### config.mk
export PLATFORM = sky130hd
export DESIGN_NAME = lru_writeback_block_cache_ctrl_top
export DESIGN_NICKNAME = d
export VERILOG_FILES = /design/src/hdl/lwbcc_pkg.sv /design/src/hdl/lwbcc_datapath.sv /design/src/hdl/lwbcc_ctrl.sv /design/src/hdl/lru_writeback_block_cache_ctrl_top.sv
export VERILOG_INCLUDE_DIRS = /design/src /design/src/hdl
export SDC_FILE = /design/constraint.sdc
export NUM_CORES = 2
export LEC_CHECK = 0
export BUFFER_PORTS_ARGS = -buffer_cell sky130_fd_sc_hd__buf_2
export CAP_MARGIN = 20
export CELL_PAD_IN_SITES_DETAIL_PLACEMENT = 1
export CELL_PAD_IN_SITES_GLOBAL_PLACEMENT = 1
export CORE_MARGIN = 1
export CORE_UTILIZATION = 40
export DETAILED_ROUTE_END_ITERATION = 10
export HOLD_SLACK_MARGIN = 0.1
export PLACE_DENSITY = 0.65
export SYNTH_ARGS = -nofsm -noshare
export SYNTH_HDL_FRONTEND = slang
export SYNTH_SLANG_ARGS = --single-unit
### constraint.sdc
create_clock -name clk -period 12.4 [get_ports clk]
set_input_delay 1.86 -clock clk [delete_from_list [all_inputs] [get_ports clk]]
set_output_delay 1.86 -clock clk [all_outputs]
set_load 0.005 [all_outputs]
### src/hdl/lru_writeback_block_cache_ctrl_top_defines.svh
// Assertion helpers shared by the block-cache controller files.
`ifndef LRU_WRITEBACK_BLOCK_CACHE_CTRL_TOP_DEFINES_SVH
`define LRU_WRITEBACK_BLOCK_CACHE_CTRL_TOP_DEFINES_SVH

// Checks that a condition holds at every clock edge out of reset.
`define LWB_ASSERT_ALWAYS(label, expr, msg) \
  label: assert property (@(posedge clk) disable iff (rst) (expr)) else $error(msg);

// Checks that a consequence holds in the cycle after its trigger.
`define LWB_ASSERT_NEXT(label, ante, cons, msg) \
  label: assert property (@(posedge clk) disable iff (rst) (ante) |=> (cons)) else $error(msg);

`endif

### src/hdl/lwbcc_pkg.sv
`timescale 1ns / 1ps
// ----------------------------------------------------------------------------
// lwbcc_pkg
// Shared constants and control types of the block-cache controller.
// ----------------------------------------------------------------------------
package lwbcc_pkg;

  localparam int NUM_BUFS        = 16;
  localparam int BLOCK_ADDR_BITS = 31;
  localparam int MAX_RESULTS     = 16;
  localparam int SLOT_W          = $clog2(NUM_BUFS);
  localparam int CNT_W           = $clog2(NUM_BUFS + 1);
  localparam int CUR_W           = $clog2(MAX_RESULTS);
  localparam int BLK_PORT_W      = 31;
  localparam int SLOT_PORT_W     = 4;

  localparam logic [1:0] CMD_READ  = 2'd0;
  localparam logic [1:0] CMD_WRITE = 2'd1;
  localparam logic [1:0] CMD_SYNC  = 2'd2;
  localparam logic [1:0] CMD_UNDEF = 2'd3;

  typedef struct packed {
    logic load;
    logic access;
    logic sync_step;
    logic sync_last;
    logic null_op;
  } lwbcc_ctrl_t;

  typedef struct packed {
    logic [1:0]       cmd_code;
    logic             out_free;
    logic [CNT_W-1:0] ndirty;
  } lwbcc_stat_t;

endpackage

### src/hdl/lwbcc_datapath.sv
`timescale 1ns / 1ps
// ----------------------------------------------------------------------------
// lwbcc_datapath
// Slot tags, valid and dirty bits, LRU ranks, dirty order and result register.
// ----------------------------------------------------------------------------
`include "lru_writeback_block_cache_ctrl_top_defines.svh"
module lwbcc_datapath
  import lwbcc_pkg::*;
(
  input  logic                   clk,
  input  logic                   rst,
  input  logic [1:0]             cmd,
  input  logic [BLK_PORT_W-1:0]  block_number,
  input  lwbcc_ctrl_t            ctrl,
  output lwbcc_stat_t            stat,
  output logic                   out_valid,
  input  logic                   out_stall,
  output logic                   hit,
  output logic [SLOT_PORT_W-1:0] slot,
  output logic                   fetch_needed,
  output logic                   writeback_valid,
  output logic [BLK_PORT_W-1:0]  writeback_block,
  output logic                   last
);

  logic [1:0]                 cmd_q;
  logic [BLOCK_ADDR_BITS-1:0] blk_q;
  logic [BLOCK_ADDR_BITS-1:0] block_tag [NUM_BUFS];
  logic [NUM_BUFS-1:0]        slot_valid;
  logic [NUM_BUFS-1:0]        slot_dirty;
  logic [SLOT_W-1:0]          lru_rank [NUM_BUFS];
  logic [SLOT_W-1:0]          dirty_order [NUM_BUFS];
  logic [CNT_W-1:0]           occupancy;

  logic              hit_w, full, is_write, sdirty;
  logic              found_hit, found_free, found_vic, found_sync;
  logic [SLOT_W-1:0] hit_s, free_s, vic_s, sync_s, acc_s;
  logic [SLOT_W-1:0] r_sel, d_sel;
  logic [CNT_W-1:0]  ndirty;

  assign full     = (occupancy == CNT_W'(NUM_BUFS));
  assign is_write = (cmd_q == CMD_WRITE);
  assign ndirty   = CNT_W'($countones(slot_dirty));

  always_comb begin
    found_hit  = 1'b0;
    found_free = 1'b0;
    found_vic  = 1'b0;
    found_sync = 1'b0;
    hit_s      = '0;
    free_s     = '0;
    vic_s      = '0;
    sync_s     = '0;
    for (int i = 0; i < NUM_BUFS; i++) begin
      if (!found_hit && slot_valid[i] && block_tag[i] == blk_q) begin
        found_hit = 1'b1;
        hit_s     = SLOT_W'(i);
      end
      if (!found_free && !slot_valid[i]) begin
        found_free = 1'b1;
        free_s     = SLOT_W'(i);
      end
      if (!found_vic && slot_valid[i] && lru_rank[i] == '0) begin
        found_vic = 1'b1;
        vic_s     = SLOT_W'(i);
      end
      if (!found_sync && slot_dirty[i] && dirty_order[i] == '0) begin
        found_sync = 1'b1;
        sync_s     = SLOT_W'(i);
      end
    end
  end

  assign hit_w  = found_hit;
  assign acc_s  = hit_w ? hit_s : (full ? vic_s : free_s);
  assign r_sel  = lru_rank[acc_s];
  assign d_sel  = dirty_order[acc_s];
  assign sdirty = slot_dirty[acc_s];

  always_ff @(posedge clk) begin
    if (ctrl.load) begin
      cmd_q <= cmd;
      blk_q <= block_number[BLOCK_ADDR_BITS-1:0];
    end
    if (ctrl.access && !hit_w) begin
      block_tag[acc_s] <= blk_q;
    end
  end

  always_ff @(posedge clk) begin
    if (rst) begin
      slot_valid <= '0;
      slot_dirty <= '0;
      occupancy  <= '0;
      for (int i = 0; i < NUM_BUFS; i++) begin
        lru_rank[i]    <= '0;
        dirty_order[i] <= '0;
      end
    end else if (ctrl.access) begin
      for (int i = 0; i < NUM_BUFS; i++) begin
        if (SLOT_W'(i) != acc_s) begin
          if ((hit_w || full) && slot_valid[i] && lru_rank[i] > r_sel) begin
            lru_rank[i] <= lru_rank[i] - 1'b1;
          end
          if (!hit_w && full && sdirty && slot_dirty[i] && dirty_order[i] > d_sel) begin
            dirty_order[i] <= dirty_order[i] - 1'b1;
          end
        end
      end
      if (hit_w) begin
        lru_rank[acc_s] <= SLOT_W'(occupancy - 1'b1);
        if (is_write && !sdirty) begin
          slot_dirty[acc_s]  <= 1'b1;
          dirty_order[acc_s] <= SLOT_W'(ndirty);
        end
      end else if (!full) begin
        slot_valid[acc_s]  <= 1'b1;
        lru_rank[acc_s]    <= SLOT_W'(occupancy);
        slot_dirty[acc_s]  <= is_write;
        dirty_order[acc_s] <= is_write ? SLOT_W'(ndirty) : '0;
        occupancy          <= occupancy + 1'b1;
      end else begin
        lru_rank[acc_s]    <= SLOT_W'(occupancy - 1'b1);
        slot_dirty[acc_s]  <= is_write;
        dirty_order[acc_s] <= is_write ? SLOT_W'(ndirty - CNT_W'(sdirty)) : '0;
      end
    end else if (ctrl.sync_step) begin
      for (int i = 0; i < NUM_BUFS; i++) begin
        if (SLOT_W'(i) != sync_s && slot_dirty[i] && dirty_order[i] != '0) begin
          dirty_order[i] <= dirty_order[i] - 1'b1;
        end
      end
      slot_dirty[sync_s]  <= 1'b0;
      dirty_order[sync_s] <= '0;
    end
  end

  always_ff @(posedge clk) begin
    if (rst) begin
      out_valid <= 1'b0;
    end else if (ctrl.access || ctrl.sync_step || ctrl.null_op) begin
      out_valid <= 1'b1;
    end else if (!out_stall) begin
      out_valid <= 1'b0;
    end
  end

  always_ff @(posedge clk) begin
    if (ctrl.access) begin
      hit             <= hit_w;
      slot            <= SLOT_PORT_W'(acc_s);
      fetch_needed    <= !hit_w && (cmd_q == CMD_READ);
      writeback_valid <= !hit_w && full && sdirty;
      writeback_block <= (!hit_w && full && sdirty) ? BLK_PORT_W'(block_tag[acc_s]) : '0;
      last            <= 1'b1;
    end else if (ctrl.sync_step) begin
      hit             <= 1'b0;
      slot            <= SLOT_PORT_W'(sync_s);
      fetch_needed    <= 1'b0;
      writeback_valid <= 1'b1;
      writeback_block <= BLK_PORT_W'(block_tag[sync_s]);
      last            <= ctrl.sync_last;
    end else if (ctrl.null_op) begin
      hit             <= 1'b0;
      slot            <= '0;
      fetch_needed    <= 1'b0;
      writeback_valid <= 1'b0;
      writeback_block <= '0;
      last            <= 1'b1;
    end
  end

  assign stat.cmd_code = cmd_q;
  assign stat.out_free = !out_valid || !out_stall;
  assign stat.ndirty   = ndirty;

  `LWB_ASSERT_ALWAYS(a_occ_range, occupancy <= CNT_W'(NUM_BUFS), "occupancy overflow")
  `LWB_ASSERT_ALWAYS(a_dirty_valid, (slot_dirty & ~slot_valid) == '0, "dirty slot not valid")
  `LWB_ASSERT_ALWAYS(a_occ_count, CNT_W'($countones(slot_valid)) == occupancy, "occupancy mismatch")
  `LWB_ASSERT_NEXT(a_fill_grows, ctrl.access && !hit_w && !full, occupancy == $past(occupancy) + 1'b1, "fill did not grow occupancy")

endmodule

### src/hdl/lwbcc_ctrl.sv
`timescale 1ns / 1ps
// ----------------------------------------------------------------------------
// lwbcc_ctrl
// Sequencer for item intake, lookup and the sync write-back walk.
// ----------------------------------------------------------------------------
module lwbcc_ctrl
  import lwbcc_pkg::*;
(
  input  logic        clk,
  input  logic        rst,
  input  logic        in_valid,
  output logic        in_stall,
  input  lwbcc_stat_t stat,
  output lwbcc_ctrl_t ctrl
);

  typedef enum logic [2:0] {
    S_IDLE = 3'b001,
    S_EXEC = 3'b010,
    S_SYNC = 3'b100
  } state_t;

  state_t           state, state_next;
  logic [CUR_W-1:0] cursor, cursor_next;

  assign in_stall = (state != S_IDLE);

  always_comb begin
    state_next     = state;
    cursor_next    = cursor;
    ctrl           = '0;
    ctrl.sync_last = (stat.ndirty == CNT_W'(1)) || (cursor == CUR_W'(MAX_RESULTS - 1));
    unique case (state)
      S_IDLE: begin
        if (in_valid) begin
          ctrl.load  = 1'b1;
          state_next = S_EXEC;
        end
      end
      S_EXEC: begin
        if (stat.cmd_code == CMD_SYNC) begin
          cursor_next = '0;
          state_next  = S_SYNC;
        end else if (stat.out_free) begin
          if (stat.cmd_code == CMD_UNDEF) begin
            ctrl.null_op = 1'b1;
          end else begin
            ctrl.access = 1'b1;
          end
          state_next = S_IDLE;
        end
      end
      S_SYNC: begin
        if (stat.out_free) begin
          if (stat.ndirty == '0) begin
            ctrl.null_op = 1'b1;
            state_next   = S_IDLE;
          end else begin
            ctrl.sync_step = 1'b1;
            cursor_next    = cursor + 1'b1;
            if (ctrl.sync_last) begin
              state_next = S_IDLE;
            end
          end
        end
      end
      default: begin
        state_next = S_IDLE;
      end
    endcase
  end

  always_ff @(posedge clk) begin
    if (rst) begin
      state  <= S_IDLE;
      cursor <= '0;
    end else begin
      state  <= state_next;
      cursor <= cursor_next;
    end
  end

endmodule

### src/hdl/lru_writeback_block_cache_ctrl_top.sv
`timescale 1ns / 1ps
// ----------------------------------------------------------------------------
// lru_writeback_block_cache_ctrl_top
// Fully associative LRU write-back block-cache controller.
//
// The input channel (in_valid, in_stall) carries one command item: read,
// write or sync of a block number. The output channel (out_valid, out_stall)
// carries result items; the last result of an item has last set.
// A read or write first captures the item, then does the parallel tag match
// and the LRU and dirty order update and registers its result. A sync emits
// one write-back per dirty slot, oldest first, one per cycle while the output
// is not stalled, after a setup step; when no slot is dirty it emits a single
// result with no write-back. An item is taken only after the previous one has
// issued all of its results.
// Results sit in an output register; a stall on the output holds it and
// pauses the controller until the register frees up. A synchronous reset
// empties all slots and the output register.
// ----------------------------------------------------------------------------
module lru_writeback_block_cache_ctrl_top
  import lwbcc_pkg::*;
(
  input  logic                   clk,
  input  logic                   rst,
  input  logic                   in_valid,
  output logic                   in_stall,
  input  logic [1:0]             cmd,
  input  logic [BLK_PORT_W-1:0]  block_number,
  output logic                   out_valid,
  input  logic                   out_stall,
  output logic                   hit,
  output logic [SLOT_PORT_W-1:0] slot,
  output logic                   fetch_needed,
  output logic                   writeback_valid,
  output logic [BLK_PORT_W-1:0]  writeback_block,
  output logic                   last
);

  lwbcc_ctrl_t ctrl;
  lwbcc_stat_t stat;

  lwbcc_ctrl u_ctrl (
    .clk      (clk),
    .rst      (rst),
    .in_valid (in_valid),
    .in_stall (in_stall),
    .stat     (stat),
    .ctrl     (ctrl)
  );

  lwbcc_datapath u_dp (
    .clk             (clk),
    .rst             (rst),
    .cmd             (cmd),
    .block_number    (block_number),
    .ctrl            (ctrl),
    .stat            (stat),
    .out_valid       (out_valid),
    .out_stall       (out_stall),
    .hit             (hit),
    .slot            (slot),
    .fetch_needed    (fetch_needed),
    .writeback_valid (writeback_valid),
    .writeback_block (writeback_block),
    .last            (last)
  );

endmodule
==> results.ini <==
[power_and_ir_drop]
finalPower_w = 0.00647
peakVddDrop_mv = 0.118
power_leakage_nw = 18.3
power_density_nw_per_um2 = 117

[floorplan]
die_h_um = 355
fp-row-count = 129
die_x_um = 355
core_area_um2 = 123000
initial_core_util = 0.403
die_area_um2 = 126000
io-pin-count = 78

[synthesis]
synth_top_area_share = 0.419
netlist_instances = 5253
yosysSeqAreaShare = 0.438
synthArstFlopShare = 0
yosys.area.top_type = edfxtp_1
postSynthAreaPerCell_um2 = 9.47
synth_common_cells = nand2_1 (993), edfxtp_1 (695), xnor2_1 (497)
yosysWarningCount = 0
ys_ff_latch = 741
synth.area.top_cells = edfxtp_1 (42%), xnor2_1 (8.7%), nand2_1 (7.5%), ha_1 (5.2%), nand4_1 (3.4%)
synthAdderAreaFrac = 0.0567
synth_top_family_by_area = simple AND/OR/NAND/NOR gates
synthXorXnorAreaFrac = 0.0991
netlist_area_um2 = 49800
synthSimpleGateAreaFrac = 0.218
synth.area.mux_share = 0.0292
synth.distinct_cells = 82
synth_ff_type = edfxtp_1
synth_compound_area_frac = 0.120
synth_edf_count = 695
yosysMostFrequentCell = nand2_1
synth_fp_nets = 5509

[place]
dp.cells = 6744
dp_hpwl_um = 185000
io_buffers = 77
gp_routability_congestion = 1.08

[outcome]
status = complete, no violations

[critical_path]
arrival_ns = 9.17
r2r_start = u_dp.blk_q[23]
critical_path_class = flop to flop
worstRegToRegCells = 21
cp.required_ns = 12.95
r2r_end = u_dp.dirty_order[15][1]
endpoint = u_dp.dirty_order[15][1]
reg2reg_slack_ns = 3.78
start_kind = flop
cp_max_fo = 41
startpoint = u_dp.blk_q[23]
critPathCaptureType = flop

[grt]
grt_pass1_wl_um = 361000
antenna_found_initial = 13
grt_pass1_vias = 44700
groute.usage.overall = 0.409
overflow = 0
grt_max_degree = 153

[final_layout]
drive_gt1_frac = 0.0951
final_core_util = 0.446
synthToLayoutAreaGrowth_pct = 10.8
stdcell_count = 6920
fin_nets = 5460

[sta]
slew_headroom = 0.189
period_share = 0.695
final_max_slew_viol_count = 0
setup_viol = 0
min_period_ns = 8.62
finalSetupTns_ns = 0
rsz0062_at_grt = no
clock.fmax_mhz = 116
skew_ns = 0.0380
hold_violations = 0
worstMarginPinSlew_ns = 1.20

[cts]
numClockSinks = 741
htreeDepth = 3
clk_latency_ns = 0.74
cts_resized = 0
cts-root-buf = clkbuf_16
postCtsSetupBuffers = 0
postCtsHoldBufs = 0
cts.path.max_buffers = 3
clkTransAtPathRegs_ns = 0.06
cts_tree = done
cts_made_buffers = 92

[detailed_routing]
vias = 45700
wl_per_cell_um = 37.8
routed_via_density = 6.61
ant_nets = 0
initialDrtViolationCount = 5103
wirelength_um = 262000
first_pass_iters = 5
drc_errors = 0

[hold_path]
worstHoldPathType = flop to flop

[job]
drv_cap = 0

-- power by group --
part	leakage, nW	switching (W)	internal, W	total, W
sequential	6.75	0.0000544	0.00280	0.00286
clock	1.46	0.00121	0.00156	0.00277
combinational	10.1	0.000608	0.000241	0.000849
-- layer usage --
metal,up-vias,part of all wire,global-route usage
li1,19300,-,-
met1,23300,0.38,0.499
met2,2370,0.45,0.644
met3,689,0.082,0.0830
met4,12,0.083,0.293
met5,-,0.00029,0
-- flip-flops by register name, summed over array words and instances (netlist names), 4 cells and up --
name	flops
u_dp.slot_dirty	16
u_dp.occupancy	5
u_ctrl.cursor	4
u_dp.block_tag	496
u_dp.lru_rank	64
u_dp.blk_q	31
u_dp.slot	4
u_dp.writeback_block	31
u_dp.slot_valid	16
u_dp.dirty_order	64
-- cells by family after synthesis --
kind of cell / count (synthesis)
flip-flops: 741
AO/OA/AOI/OAI: 885
adder cells (fa/ha/maj): 219
buffers and inverters: 474
multiplexers: 137
XOR/XNOR: 563
AND/OR/NAND/NOR: 2234
-- critical path, cell delays in order (launching register included) --
cell and delay (ns):
edfxtp_1 0.32, buf_4 0.49, xor2_1 0.27, nor4_1 0.96, nand4_1 0.35, or3_1 0.49, nand4_1 0.35, nor4_2 0.11
buf_4 0.21, o21ai_0 0.36, and2_4 0.62, buf_4 0.60, o21ai_0 0.29, a22oi_4 0.36, nand2_1 0.08, buf_4 0.25
ha_1 0.24, ha_1 0.30, o32ai_1 0.36, nand2_1 0.60, a2111o_1 0.60, o31ai_1 0.07
-- metrics by stage --
| stage | hold WS (ns) | cell area, um2 | worst slack [ns] |
|---|---|---|---|
| 6_report | 0.479 | 55100 | 3.78 |
| 5_1_grt | 0.500 | 55100 | 3.50 |
| 4_1_cts | 0.483 | 55100 | 3.93 |
| 3_5_place_dp | 0.468 | 52100 | 3.96 |
| 3_3_place_gp | 0.466 | 52100 | 4.08 |
| 2_1_floorplan | 0.466 | 49800 | 5.64 |
-- worst min path at each step --
stage                     start               end  cells after the start
5_1_grt               u_dp.last         u_dp.last                      1
3_5_place_dp          u_dp.last         u_dp.last                      1
4_1_cts               u_dp.last         u_dp.last                      1
3_3_place_gp          u_dp.last         u_dp.last                      1
2_1_floorplan  u_ctrl.cursor[0]  u_ctrl.cursor[0]                      1
6_report              u_dp.last         u_dp.last                      1
-- area by class of cell --
type,instances,area (um2)
Multi-Input combinational cell,4038,26300
Fill cell,13800,68400
Timing Repair Buffer,218,1530
Sequential cell,741,21800
Antenna cell,5,12.5
Inverter,113,424
Clock inverter,53,497
Tap cell,1637,2050
Clock buffer,115,2500
-- cell usage in the layout, fill, tap and decap left out, types with 155 or more instances in the layout --
| cell type | Yosys | layout |
|---|---|---|
| a21oi_1 | 156 | 156 |
| ha_1 | 208 | 208 |
| a211oi_1 | 163 | 162 |
| nor2_1 | 217 | 205 |
| nand2_1 | 993 | 988 |
| nand3_1 | 214 | 212 |
| a31oi_1 | 157 | 155 |
| edfxtp_1 | 695 | 695 |
| nand4_1 | 274 | 274 |
| xnor2_1 | 497 | 495 |
Note: power is estimated with default switching activity, not from simulation.
